`config.mk`:
```
export PLATFORM = sky130hd
export DESIGN_NAME = line_edit_command_receiver_unit
export DESIGN_NICKNAME = d
export VERILOG_FILES = /design/src/design/lecr_pkg.sv /design/src/design/lecr_front.sv /design/src/design/lecr_back.sv /design/src/design/line_edit_command_receiver_unit.sv
export SDC_FILE = /design/constraint.sdc
export NUM_CORES = 1
export LEC_CHECK = 0
export BUFFER_PORTS_ARGS = -buffer_cell sky130_fd_sc_hd__buf_2
export CAP_MARGIN = 10
export CORE_MARGIN = 2
export CORE_UTILIZATION = 40
export DETAILED_ROUTE_END_ITERATION = 7
export PLACE_DENSITY_LB_ADDON = 0.25
export SETUP_SLACK_MARGIN = 0.02
export SYNTH_ARGS = -nofsm -noshare
export SYNTH_HDL_FRONTEND = slang
export SYNTH_HIERARCHICAL = 1
export SYNTH_SLANG_ARGS = --single-unit
export TNS_END_PERCENT = 50
```
`constraint.sdc`:
```
create_clock -name i_clk -period 3.9 [get_ports i_clk]
set_input_delay 0.39 -clock i_clk [delete_from_list [all_inputs] [get_ports i_clk]]
set_output_delay 0.39 -clock i_clk [all_outputs]
set_load 0.01 [all_outputs]
```
`src/design/lecr_pkg.sv`:
```
// ----------------------------------------------------------------------------
// lecr_pkg - shared definitions for the line edit command receiver
// Byte classes, command codes, character constants and the queue item type.
// ----------------------------------------------------------------------------
package lecr_pkg;

    localparam int LINE_CAPACITY = 32;
    localparam int POS_W         = $clog2(LINE_CAPACITY + 1);
    localparam int LEN_W         = 6;
    localparam int CMD_W         = 3;
    // only the first five characters ever decide the command
    localparam int HEAD_N        = 5;

    localparam logic [7:0] KEY_BACKSPACE = 8'd127;
    localparam logic [7:0] KEY_LF        = 8'd10;
    localparam logic [7:0] KEY_CR        = 8'd13;

    localparam logic [CMD_W-1:0] CMD_HELP    = 3'd0;
    localparam logic [CMD_W-1:0] CMD_ON      = 3'd1;
    localparam logic [CMD_W-1:0] CMD_OFF     = 3'd2;
    localparam logic [CMD_W-1:0] CMD_TEMP    = 3'd3;
    localparam logic [CMD_W-1:0] CMD_UNKNOWN = 3'd4;

    typedef enum logic [1:0] {
        K_CHAR,
        K_BACKSPACE,
        K_LF,
        K_CR
    } t_kind;

    typedef struct packed {
        t_kind      kind;
        logic [7:0] data;
    } t_item;

endpackage

```
`src/design/lecr_front.sv`:
```
// ----------------------------------------------------------------------------
// lecr_front - byte intake
// Classifies each received byte and holds it in a two-entry queue.
// ----------------------------------------------------------------------------
module lecr_front (
    input  logic             i_clk,
    input  logic             i_rst_n,
    input  logic             i_valid,
    output logic             o_ready,
    input  logic [7:0]       i_rx_byte,
    output logic             o_item_valid,
    input  logic             i_item_ready,
    output lecr_pkg::t_item  o_item
);

    lecr_pkg::t_item r_entry [2];
    logic            r_wr_ptr, n_wr_ptr;
    logic            r_rd_ptr, n_rd_ptr;
    logic [1:0]      r_count,  n_count;
    lecr_pkg::t_item w_item;
    logic            w_push, w_pop;

    always_comb begin
        w_item.data = i_rx_byte;
        if (i_rx_byte == lecr_pkg::KEY_BACKSPACE) begin
            w_item.kind = lecr_pkg::K_BACKSPACE;
        end else if (i_rx_byte == lecr_pkg::KEY_LF) begin
            w_item.kind = lecr_pkg::K_LF;
        end else if (i_rx_byte == lecr_pkg::KEY_CR) begin
            w_item.kind = lecr_pkg::K_CR;
        end else begin
            w_item.kind = lecr_pkg::K_CHAR;
        end
    end

    assign o_ready      = (r_count != 2'd2);
    assign o_item_valid = (r_count != 2'd0);
    assign o_item       = r_entry[r_rd_ptr];
    assign w_push       = i_valid && o_ready;
    assign w_pop        = o_item_valid && i_item_ready;

    always_comb begin
        n_wr_ptr = w_push ? ~r_wr_ptr : r_wr_ptr;
        n_rd_ptr = w_pop  ? ~r_rd_ptr : r_rd_ptr;
        n_count  = r_count + {1'b0, w_push} - {1'b0, w_pop};
    end

    always_ff @(posedge i_clk) begin
        if (!i_rst_n) begin
            r_wr_ptr <= 1'b0;
            r_rd_ptr <= 1'b0;
            r_count  <= 2'd0;
        end else begin
            r_wr_ptr <= n_wr_ptr;
            r_rd_ptr <= n_rd_ptr;
            r_count  <= n_count;
        end
    end

    always_ff @(posedge i_clk) begin
        if (w_push) begin
            r_entry[r_wr_ptr] <= w_item;
        end
    end

endmodule

```
`src/design/lecr_back.sv`:
```
// ----------------------------------------------------------------------------
// lecr_back - line editing and command match
// Keeps the write position and the head of the line, edits it per byte,
// matches completed lines and registers one result per byte.
// ----------------------------------------------------------------------------
module lecr_back (
    input  logic                          i_clk,
    input  logic                          i_rst_n,
    input  logic                          i_item_valid,
    output logic                          o_item_ready,
    input  lecr_pkg::t_item               i_item,
    output logic                          o_valid,
    input  logic                          i_ready,
    output logic                          o_echo_valid,
    output logic [7:0]                    o_echo_byte,
    output logic                          o_line_done,
    output logic [lecr_pkg::CMD_W-1:0]    o_command,
    output logic [lecr_pkg::LEN_W-1:0]    o_line_length
);

    localparam logic [lecr_pkg::POS_W-1:0] CAP =
        lecr_pkg::POS_W'(lecr_pkg::LINE_CAPACITY);

    logic [lecr_pkg::POS_W-1:0] r_pos, n_pos;
    logic [7:0]                 r_head [lecr_pkg::HEAD_N];
    logic [7:0]                 w_head [lecr_pkg::HEAD_N];
    logic [lecr_pkg::POS_W-1:0] w_p0, w_p1;
    logic                       w_take, w_store, w_done;
    logic [lecr_pkg::HEAD_N-1:0] w_nz;
    logic [lecr_pkg::CMD_W-1:0] w_cmd;

    logic                       r_valid;
    logic                       r_echo_valid;
    logic [7:0]                 r_echo_byte;
    logic                       r_line_done;
    logic [lecr_pkg::CMD_W-1:0] r_command;
    logic [lecr_pkg::LEN_W-1:0] r_line_length;

    assign o_item_ready = !r_valid || i_ready;
    assign w_take       = i_item_valid && o_item_ready;

    always_comb begin
        // full store wraps before the byte is handled
        w_p0    = (r_pos == CAP) ? '0 : r_pos;
        w_store = (i_item.kind == lecr_pkg::K_CHAR);
        w_p1    = w_p0;
        if (i_item.kind == lecr_pkg::K_BACKSPACE) begin
            if (w_p0 != '0) begin
                w_p1 = w_p0 - lecr_pkg::POS_W'(1);
            end
        end else if (w_store) begin
            w_p1 = w_p0 + lecr_pkg::POS_W'(1);
        end
        w_done = (i_item.kind == lecr_pkg::K_CR) ||
                 ((i_item.kind == lecr_pkg::K_LF) && (w_p1 != '0));
        n_pos  = w_done ? '0 : w_p1;
    end

    always_comb begin
        for (int i = 0; i < lecr_pkg::HEAD_N; i++) begin
            w_head[i] = (w_store && (w_p0 == lecr_pkg::POS_W'(i))) ?
                        i_item.data : r_head[i];
            w_nz[i]   = (lecr_pkg::POS_W'(i) < w_p1) && (w_head[i] != 8'd0);
        end
    end

    // string compare ends at the first zero byte
    always_comb begin
        if (w_nz[3:0] == 4'b1111 && !w_nz[4] && w_head[0] == "h" &&
            w_head[1] == "e" && w_head[2] == "l" && w_head[3] == "p") begin
            w_cmd = lecr_pkg::CMD_HELP;
        end else if (w_nz[1:0] == 2'b11 && !w_nz[2] &&
                     w_head[0] == "o" && w_head[1] == "n") begin
            w_cmd = lecr_pkg::CMD_ON;
        end else if (w_nz[2:0] == 3'b111 && !w_nz[3] && w_head[0] == "o" &&
                     w_head[1] == "f" && w_head[2] == "f") begin
            w_cmd = lecr_pkg::CMD_OFF;
        end else if (w_nz[3:0] == 4'b1111 && !w_nz[4] && w_head[0] == "t" &&
                     w_head[1] == "e" && w_head[2] == "m" && w_head[3] == "p") begin
            w_cmd = lecr_pkg::CMD_TEMP;
        end else begin
            w_cmd = lecr_pkg::CMD_UNKNOWN;
        end
    end

    always_ff @(posedge i_clk) begin
        if (!i_rst_n) begin
            r_pos   <= '0;
            r_valid <= 1'b0;
        end else begin
            if (w_take) begin
                r_pos <= n_pos;
            end
            if (w_take) begin
                r_valid <= 1'b1;
            end else if (i_ready) begin
                r_valid <= 1'b0;
            end
        end
    end

    always_ff @(posedge i_clk) begin
        if (w_take) begin
            for (int i = 0; i < lecr_pkg::HEAD_N; i++) begin
                r_head[i] <= w_head[i];
            end
            r_echo_valid  <= (i_item.kind != lecr_pkg::K_LF);
            r_echo_byte   <= i_item.data;
            r_line_done   <= w_done;
            r_command     <= w_done ? w_cmd : lecr_pkg::CMD_HELP;
            r_line_length <= w_done ? w_p1[lecr_pkg::LEN_W-1:0] : '0;
        end
    end

    assign o_valid       = r_valid;
    assign o_echo_valid  = r_echo_valid;
    assign o_echo_byte   = r_echo_byte;
    assign o_line_done   = r_line_done;
    assign o_command     = r_command;
    assign o_line_length = r_line_length;

endmodule

```
`src/design/line_edit_command_receiver_unit.sv`:
```
// ----------------------------------------------------------------------------
// line_edit_command_receiver_unit - serial console line editor
// Path: a byte accepted into the queue entry has its result written to the
// result register in the editing stage once that stage takes it.
// Throughput: one byte per cycle unless the output stalls, set by the back
// stage's combinational edit and match; the two-entry queue absorbs stalls.
// Reset: synchronous, active low; clears the queue, the result valid and
// the write position. Stored characters are not cleared.
// ----------------------------------------------------------------------------
module line_edit_command_receiver_unit (
    input  logic                          i_clk,
    input  logic                          i_rst_n,
    input  logic                          i_valid,
    output logic                          o_ready,
    input  logic [7:0]                    i_rx_byte,
    output logic                          o_valid,
    input  logic                          i_ready,
    output logic                          o_echo_valid,
    output logic [7:0]                    o_echo_byte,
    output logic                          o_line_done,
    output logic [lecr_pkg::CMD_W-1:0]    o_command,
    output logic [lecr_pkg::LEN_W-1:0]    o_line_length
);

    logic            w_item_valid;
    logic            w_item_ready;
    lecr_pkg::t_item w_item;

    lecr_front u_front (
        .i_clk        (i_clk),
        .i_rst_n      (i_rst_n),
        .i_valid      (i_valid),
        .o_ready      (o_ready),
        .i_rx_byte    (i_rx_byte),
        .o_item_valid (w_item_valid),
        .i_item_ready (w_item_ready),
        .o_item       (w_item)
    );

    lecr_back u_back (
        .i_clk         (i_clk),
        .i_rst_n       (i_rst_n),
        .i_item_valid  (w_item_valid),
        .o_item_ready  (w_item_ready),
        .i_item        (w_item),
        .o_valid       (o_valid),
        .i_ready       (i_ready),
        .o_echo_valid  (o_echo_valid),
        .o_echo_byte   (o_echo_byte),
        .o_line_done   (o_line_done),
        .o_command     (o_command),
        .o_line_length (o_line_length)
    );

    // idle result fields stay zero
    a_idle_fields: assert property (@(posedge i_clk) disable iff (!i_rst_n)
        (o_valid && !o_line_done) |-> (o_command == lecr_pkg::CMD_HELP &&
                                       o_line_length == '0))
        else $error("result fields not cleared without line completion");

    // only CR or LF completes a line
    a_done_key: assert property (@(posedge i_clk) disable iff (!i_rst_n)
        (o_valid && o_line_done) |->
            (o_echo_byte == lecr_pkg::KEY_CR || o_echo_byte == lecr_pkg::KEY_LF))
        else $error("line completed by a byte other than CR or LF");

    // queue is empty right after reset
    a_ready_after_reset: assert property (@(posedge i_clk) disable iff (!i_rst_n)
        !$past(i_rst_n) |-> (o_ready && !w_item_valid))
        else $error("queue not empty after reset");

    // a queued item moves whenever the result register is free
    a_drain: assert property (@(posedge i_clk) disable iff (!i_rst_n)
        (w_item_valid && !o_valid) |=> o_valid)
        else $error("queued byte not taken by the editing stage");

endmodule
```
==> metrics.csv, run 1 <==
metric;value;unit
outcome;completed;
path_clk_slew;0.06;ns
antenna_found_initial;0;
numPortBuffers;32;
drt_iter0_markers;133;
die-area;12600;sq um
p_clk_share;20.3;%
hold_viol_final;0;
worstMarginPinSlew;0.957;ns
drc_errors;0;
synthArstFlopShare;0;%
synth_common_cells;edfxtp_1 (79), mux2_2 (34), nor2_1 (27);
yosysTopAreaCellShare;50.7;%
ant_nets;0;
period_share;85.9;%
crit_path_end;u_back/o_command[1];
synth_cell_types;69;
clockBufferDepth;2;
ys.flop_type;edfxtp_1;
finClkSkew;0.00430;ns
setup_viol;0;
track_usage;15.7;%
end_kind;flip-flop;
ios;33;
maxCapViolCount;0;
detail_route.wirelength;9.47;mm
fmax;298;MHz
dp_cells;540;
syn_area_per_cell;12.6;sq um
core_area;11400;sq um
power_switching;1.47;mW
fin_cells;556;
placed_area;5010;sq um
syn_inst;372;
worst_setup_path_start_kind;flip-flop;
cts_root_buf;clkbuf_16;
synth_warnings;6;
cp.depth;10;
post-cts-setup-buffers;0;
n_antenna_cell;0;
power.density;790;nW/um^2
start_util;41.0;%
cp.required;3.98;ns
rr_endpoint;u_back/o_command[1];
r2r_slack;0.55;ns
drv_slew;0;
die_x;112;um
critPathMaxFanout;9;
layout-drive-gt1-share;25.4;%
yosysMostFrequentCell;edfxtp_1;
holdBufCountCts;0;
synth_area_leaders;edfxtp_1 (51%), mux2_2 (8.2%), dfxtp_1 (5.1%);
htree_levels;3;
setup-tns-final;0;ns
cp.arrival;3.43;ns
power.internal;2.73;mW
cts_buffers;9;
dr.pass1.iters;5;
ctsResizeCount;0;
critPathSlowestCell;nor4_1;
worst-setup-path-type;flip-flop to flip-flop;
min_from;i_rx_byte[3];
min_path_type;primary input to flip-flop;
peakVddDrop;299;uV
grt_overflow_total;0;
seqPwrFrac;42.7;%
clk_latency;0.34;ns
tritoncts;done;
path_buf_inv;1;
fillCellCount;1061;
period_needed;3.35;ns
vias_per_cell;5.64;
reg2reg_depth;10;
critical-path-top-delay-family;simple AND/OR/NAND/NOR gates;
first_global_vias;2937;
grt_pass1_wl;15.4;mm
numClockSinks;91;
syn_area;4680;sq um
synth.yosys.seq_area_share;55.8;%
dieHeight;112;um
post_drt_wl_per_cell;17.0;um
rows;39;
synth_fp_nets;390;
gp_congestion;0.848;
leakage;1.96;nW
p_comb_share;37.1;%
crit_chain;buf_4, mux2_1, nor4_1, nor2b_1, mux2i_1, nand4b_1, or4_1, nand4bb_1, o221ai_1, a211oi_1;
ys_seq_elements;91;
maxSlewHeadroom;36.1;%
cp_slowest_stage_delay;0.56;ns
hpwl;6.54;mm
dr_total_vias;3138;
synth_edf_count;79;
fin_nets;426;
swShare;35.0;%
post-synth-top-area-cell;edfxtp_1;
grt_max_degree;45;
rsz0062_at_grt;no;
synthToLayoutAreaGrowth;13.4;%
final_area;5310;sq um
-- area by class of cell --
cell class	count	area, sq um	share of cell area [%]
clock buffer	10	229	4.32
multi-input combinational	246	1910	36.1
tap	143	179	3.37
inverter	17	63.8	1.20
sequential	91	2610	49.2
timing repair buffer	43	243	4.58
clock inverter	6	63.8	1.20
-- cells by family after synthesis --
kind of cell,after synthesis,share of synthesized area [%]
adder cells (fa/ha/maj),6,1.60
flip-flops,91,55.8
AO/OA/AOI/OAI,58,8.72
AND/OR/NAND/NOR,122,16.4
multiplexers,58,13.9
buffers and inverters,35,3.24
XOR/XNOR,2,0.375
-- metrics by stage --
step | util (%) | worst slack, ns | hold slack, ns | power (mW)
6_report | 46.5 | 0.548 | 0.268 | 4.19
5_1_grt | 46.5 | 0.376 | 0.266 | 4.46
4_1_cts | 46.5 | 0.546 | 0.253 | 4.22
3_5_place_dp | 43.9 | 0.567 | 0.492 | 3.36
3_3_place_gp | 43.9 | 0.562 | 0.488 | 3.33
2_1_floorplan | - | 0.912 | 0.472 | 2.88
-- how the worst min path moves through the flow --
stage | to | cells past startpoint
floorplan | flip-flop | 2
global placement | u_front/r_rd_ptr | 2
detailed placement | u_front/r_rd_ptr | 2
CTS | u_front/r_entry[1][3] | 1
global route | u_front/r_entry[1][3] | 1
finish | u_front/r_entry[1][3] | 1
-- sequential cells by signal, indices dropped and copies added, names as in the netlist, named ones only --
name	count
u_back/r_head	40
u_front/r_entry	20
u_back/o_echo_byte	8
u_back/o_line_length	6
u_back/r_pos	6
u_back/o_command	3
u_front/r_count	2
u_back/o_echo_valid	1
u_back/o_line_done	1
u_back/o_valid	1
u_front/r_rd_ptr	1
u_front/r_wr_ptr	1
-- layout by cell type, fill, tap and decap left out, drive strengths merged, types with 10 or more instances in the layout --
master  netlist  routed
edfxtp       79      79
mux2         44      44
buf           6      43
nor2         27      27
inv          17      18
a21oi        14      14
mux2i        14      14
nand2        12      12
dfxtp        12      12
clkbuf       12      10
o21ai        10      10
-- power groups by stage --
stage	clock (mW)	sequential [mW]	combinational, mW
6_report	0.851	1.79	1.55
5_1_grt	0.910	1.84	1.71
4_1_cts	0.875	1.79	1.56
3_5_place_dp	0	1.81	1.55
3_3_place_gp	0	1.80	1.54
2_1_floorplan	0	1.81	1.07
-- layer usage --
metal / wire length, um / GRT usage (%)
met5: 0 / 0
met4: 289 / 7.07
met3: 467 / 3.19
met2: 4280 / 24.1
met1: 4430 / 21.5
Note: power is estimated with default switching activity, not from simulation.
==> run 2: changes to the inputs <==
--- a/config.mk
+++ b/config.mk
@@ -8,7 +8,7 @@
 export BUFFER_PORTS_ARGS = -buffer_cell sky130_fd_sc_hd__buf_2
 export CAP_MARGIN = 10
 export CORE_MARGIN = 2
-export CORE_UTILIZATION = 40
+export CORE_UTILIZATION = 45
 export DETAILED_ROUTE_END_ITERATION = 7
 export PLACE_DENSITY_LB_ADDON = 0.25
 export SETUP_SLACK_MARGIN = 0.02
==> metrics.csv, run 2 (synthesized netlist as in run 1, its figures left out) <==
metric;value;unit;change
min_from;i_rx_byte[4];;was i_rx_byte[3]
vias_per_cell;5.60;;was 5.64
peakVddDrop;331;uV;was 299 uV
path_clk_slew;0.08;ns;was 0.06 ns
power.density;749;nW/um^2;was 790 nW/um^2
critPathSlowestCell;or4b_1;;was nor4_1
top_register;u_back/r_head;;unchanged
die-area;11200;sq um;was 12,600 sq um
dr_total_vias;3072;;was 3,138
drt_iter0_markers;183;;was 133
worstMarginPinSlew;0.624;ns;was 0.957 ns
antenna_found_initial;0;;unchanged
largest_reg_flops;40;;unchanged
numClockSinks;91;;unchanged
tritoncts;done;;unchanged
numPortBuffers;32;;unchanged
finClkSkew;0.0139;ns;was 0.00430 ns
clockBufferDepth;2;;unchanged
post-cts-setup-buffers;0;;unchanged
first_global_vias;2909;;was 2,937
rows;37;;was 39
cts_root_buf;clkbuf_8;;was clkbuf_16
layout-drive-gt1-share;25.2;%;was 25.4%
end_kind;flip-flop;;unchanged
dieHeight;106;um;was 112 um
cp.arrival;3.45;ns;was 3.43 ns
final_common_cell;edfxtp_1;;unchanged
outcome;completed;;unchanged
holdBufCountCts;0;;unchanged
min_path_type;primary input to flip-flop;;unchanged
core_area;10200;sq um;was 11,400 sq um
drv_slew;0;;unchanged
clk_latency;0.36;ns;was 0.34 ns
ant_nets;0;;unchanged
maxCapViolCount;0;;unchanged
worst-setup-path-type;flip-flop to flip-flop;;unchanged
dr.pass1.iters;4;;was 5
layout_common_cells;edfxtp_1 (79), mux2_2 (34), buf_2 (32), nor2_1 (27), inv_1 (15);;unchanged
hpwl;6.50;mm;was 6.54 mm
drc_errors;0;;unchanged
rsz0062_at_grt;no;;unchanged
detail_route.wirelength;9.29;mm;was 9.47 mm
ios;33;;unchanged
setup_viol;0;;unchanged
critPathMaxFanout;15;;was 9
ctsResizeCount;0;;unchanged
grt_pass1_wl;14.9;mm;was 15.4 mm
cp.required;4.01;ns;was 3.98 ns
critical-path-top-delay-family;simple AND/OR/NAND/NOR gates;;unchanged
leakage;1.90;nW;was 1.96 nW
grt_max_degree;27;;was 45
start_util;45.7;%;was 41.0%
worst_setup_path_start_kind;flip-flop;;unchanged
period_share;85.6;%;was 85.9%
track_usage;17.3;%;was 15.7%
fmax;299;MHz;was 298 MHz
maxSlewHeadroom;58.1;%;was 36.1%
cp_slowest_stage_delay;0.52;ns;was 0.56 ns
path_buf_inv;1;;unchanged
htree_levels;3;;unchanged
crit_chain;buf_4, mux2_1, nor2_1, nand4_2, mux2_2, or4b_1, a21oi_1, nand4bb_1, a21oi_1, nor2_1;;was buf_4, mux2_1, nor4_1, nor2b_1, mux2i_1, nand4b_1, or4_1, nand4bb_1, o221ai_1, a211oi_1
cts_buffers;9;;unchanged
grt_overflow_total;0;;unchanged
post-place-ws;0.575;ns;was 0.567 ns
fin_util;50.5;%;was 46.5%
layout_setup_ws;0.561;ns;was 0.548 ns
setup-tns-final;0;ns;unchanged
die_x;106;um;was 112 um
gp_congestion;0.866;;was 0.848
period_needed;3.34;ns;was 3.35 ns
synthToLayoutAreaGrowth;10.5;%;was 13.4%
fin_nets;427;;was 426
post_drt_wl_per_cell;16.9;um;was 17.0 um
n_antenna_cell;0;;unchanged
hold_viol_final;0;;unchanged
[run 2: cell count changes in the layout (fill, tap and decap cells not counted), sizes merged]
cell	previous run	this run
buf	43	44
bufinv	1	0
clkbuf	10	11
inv	18	17
[run 2: final timing paths]
check,end,slack (ns),cells past startpoint
setup / recovery,u_back/o_command[2],0.56,10
hold / removal,u_front/r_entry[1][4],0.25,1
setup reg to reg,u_back/o_command[2],0.56,10
hold reg to reg,flip-flop,0.51,2
[run 2: report_power, final]
part	switching [mW]	internal [mW]	total, mW
Combinational	0.935	0.616	1.55
Sequential	0.169	1.60	1.77
Clock	0.323	0.229	0.552
Total	1.43	2.45	3.88
[run 2: area by class of cell]
cell class	count	area (sq um)
Multi-Input combinational cell	246	1910
Tap cell	136	170
Clock inverter	4	28.8
Inverter	17	63.8
Clock buffer	11	131
Timing Repair Buffer	44	250
Sequential cell	91	2610
Fill cell	889	5060
[run 2: worst register-to-register path: stages, from the launching register on]
cell and delay [ns]:
dfxtp_1 0.34, buf_4 0.19, mux2_1 0.36, nor2_1 0.26, nand4_2 0.44, mux2_2 0.44, or4b_1 0.52, a21oi_1 0.13
nand4bb_1 0.17, a21oi_1 0.17, nor2_1 0.06
[run 2: stage by stage]
stage / hold slack, ns / instance area (sq um) / power [mW] / cells
5_1_grt: 0.224 / 5170 / 4.14 / 549
3_5_place_dp: 0.496 / 5010 / 3.34 / 534
6_report: 0.248 / 5170 / 3.88 / 549
3_3_place_gp: 0.486 / 5010 / 3.32 / 534
2_1_floorplan: 0.472 / 4680 / 2.88 / 372
4_1_cts: 0.224 / 5170 / 3.90 / 549
[run 2: metal layers]
layer	wire length (um)	GRT usage, %	share of wire, %	vias to the layer above
met5	0	0	0	-
met4	103	5.08	1.1	0
met3	334	3.92	3.6	7
met2	4290	26.3	46	56
met1	4560	25.0	49	1503
li1	-	-	-	1506
==> run 3: changes to the inputs <==
--- a/config.mk
+++ b/config.mk
@@ -11,6 +11,7 @@
 export CORE_UTILIZATION = 45
 export DETAILED_ROUTE_END_ITERATION = 7
 export PLACE_DENSITY_LB_ADDON = 0.25
+export REMOVE_ABC_BUFFERS = 1
 export SETUP_SLACK_MARGIN = 0.02
 export SYNTH_ARGS = -nofsm -noshare
 export SYNTH_HDL_FRONTEND = slang
==> metrics.csv, run 3 (synthesized netlist as in run 1, its figures left out) <==
metric;value;unit;change
rr_endpoint;u_back/o_command[1];;was u_back/o_command[2]
layout-drive-gt1-share;25.9;%;was 25.2%
drt_iter0_markers;168;;was 183
hpwl;6.26;mm;was 6.50 mm
synthToLayoutAreaGrowth;11.7;%;was 10.5%
largest_reg_flops;40;;unchanged
top_register;u_back/r_head;;unchanged
maxSlewHeadroom;54.4;%;was 58.1%
hold_depth;1;;unchanged
period_share;83.3;%;was 85.6%
holdBufCountCts;0;;unchanged
fmax;308;MHz;was 299 MHz
n_antenna_cell;0;;unchanged
end_kind;flip-flop;;unchanged
start_util;45.7;%;unchanged
post-cts-setup-buffers;0;;unchanged
ios;33;;unchanged
rows;37;;unchanged
clk_latency;0.36;ns;about the same
worstMarginPinSlew;0.679;ns;was 0.624 ns
core_area;10200;sq um;unchanged
setup_viol;0;;unchanged
maxCapViolCount;0;;unchanged
worst-setup-path-type;flip-flop to flip-flop;;unchanged
power.density;768;nW/um^2;was 749 nW/um^2
rsz0062_at_grt;no;;unchanged
fin_nets;426;;was 427
layout_common_cells;edfxtp_1 (79), mux2_2 (34), buf_2 (32), nor2_1 (27), inv_1 (15);;unchanged
cts_buffers;9;;unchanged
vias_per_cell;5.63;;was 5.60
final_common_cell;edfxtp_1;;unchanged
post_drt_wl_per_cell;16.4;um;was 16.9 um
cp.arrival;3.43;ns;was 3.45 ns
ant_nets;0;;unchanged
cts_root_buf;clkbuf_8;;unchanged
clockBufferDepth;2;;unchanged
power;4.01;mW;was 3.88 mW
ctsResizeCount;0;;unchanged
antenna_found_initial;0;;unchanged
die_x;106;um;unchanged
r2r_slack;0.65;ns;was 0.56 ns
hold_viol_final;0;;unchanged
worstHoldEndpoint;u_front/r_entry[1][7];;was u_front/r_entry[1][4]
critPathMaxFanout;15;;unchanged
drv_slew;0;;unchanged
die-area;11200;sq um;unchanged
period_needed;3.25;ns;was 3.34 ns
drc_errors;0;;unchanged
gp_congestion;0.850;;was 0.866
grt_max_degree;37;;was 27
worst_setup_path_start_kind;flip-flop;;unchanged
numPortBuffers;32;;unchanged
placed_area;5000;sq um;was 5010 sq um
min_from;i_rx_byte[7];;was i_rx_byte[4]
reg2reg_depth;11;;was 10
min_path_type;primary input to flip-flop;;unchanged
cp.required;4.08;ns;was 4.01 ns
htree_levels;3;;unchanged
track_usage;17.0;%;was 17.3%
tritoncts;done;;unchanged
leakage;1.93;nW;was 1.90 nW
finClkSkew;0.0134;ns;was 0.0139 ns
grt_overflow_total;0;;unchanged
outcome;completed;;unchanged
peakVddDrop;277;uV;was 331 uV
dr_total_vias;3092;;was 3,072
detail_route.wirelength;9.03;mm;was 9.29 mm
dieHeight;106;um;unchanged
numClockSinks;91;;unchanged
path_clk_slew;0.09;ns;was 0.08 ns
setup-tns-final;0;ns;unchanged
first_global_vias;2918;;was 2,909
dr.pass1.iters;4;;unchanged
final_area;5230;sq um;was 5170 sq um
fillCellCount;900;;was 889
grt_pass1_wl;14.9;mm;about the same
## run 3: changes by cell type in the layout (fill, tap and decap cells not counted)
| cell | before | now |
|---|---|---|
| clkinv_2 | 0 | 1 |
| inv_6 | 0 | 2 |
| buf_4 | 12 | 11 |
| clkinvlp_4 | 1 | 0 |
| clkinv_1 | 1 | 0 |
| bufinv_16 | 0 | 2 |
| clkbuf_1 | 2 | 0 |
## run 3: stage by stage
stage                     utilization, %  cells  hold slack [ns]  setup WS, ns
after floorplan                        -    354            0.472         0.360
after global placement              48.9    533            0.488         0.727
after detailed placement            48.9    533            0.489         0.664
after CTS                           51.1    549            0.235         0.638
after global routing                51.1    549            0.233         0.347
final                               51.1    549            0.249         0.649
## run 3: worst max-delay path by stage
| stage | from | to | slack, ns | cells after the start |
|---|---|---|---|---|
| global placement | flip-flop | u_back/o_command[1] | 0.73 | 11 |
| finish | flip-flop | u_back/o_command[1] | 0.65 | 11 |
| global route | flip-flop | u_back/o_command[1] | 0.35 | 10 |
| detailed placement | flip-flop | u_back/o_command[1] | 0.66 | 10 |
| floorplan | flip-flop | u_back/o_command[1] | 0.36 | 9 |
| CTS | flip-flop | u_back/o_command[1] | 0.64 | 10 |
## run 3: cell type report
type                    instances  area [sq um]  share of cell area (%)
clock buffers                   9           124                    2.37
repair buffers                 43           243                    4.64
multi-input cells             246          1910                    36.6
clock inverters                 7           100                    1.91
inverters                      17          63.8                    1.22
flip-flops and latches         91          2610                    50.0
well taps                     136           170                    3.26
## run 3: critical path, stage by stage (launching register included)
cell      delay, ns
dfxtp_1        0.35
buf_4          0.19
mux2_1         0.36
buf_4          0.20
nand2b_1       0.25
and3_1         0.24
o32a_1         0.33
nor3_4         0.33
nand2_1        0.12
o21ai_1        0.28
o221ai_1       0.17
a211oi_1       0.25
## run 3: where the power goes
group	total, mW	switching [mW]	internal (mW)
clock network	0.713	0.346	0.367
logic	1.53	0.924	0.609
registers	1.77	0.164	1.60
total	4.01	1.43	2.58
## run 3: metal layers
layer	wire [um]	global-route usage [%]	vias to the layer above
li1	-	-	1507
met1	4340	23.6	1489
met2	4190	27.1	88
met3	408	2.82	8
met4	95	6.20	0
met5	0	0	-
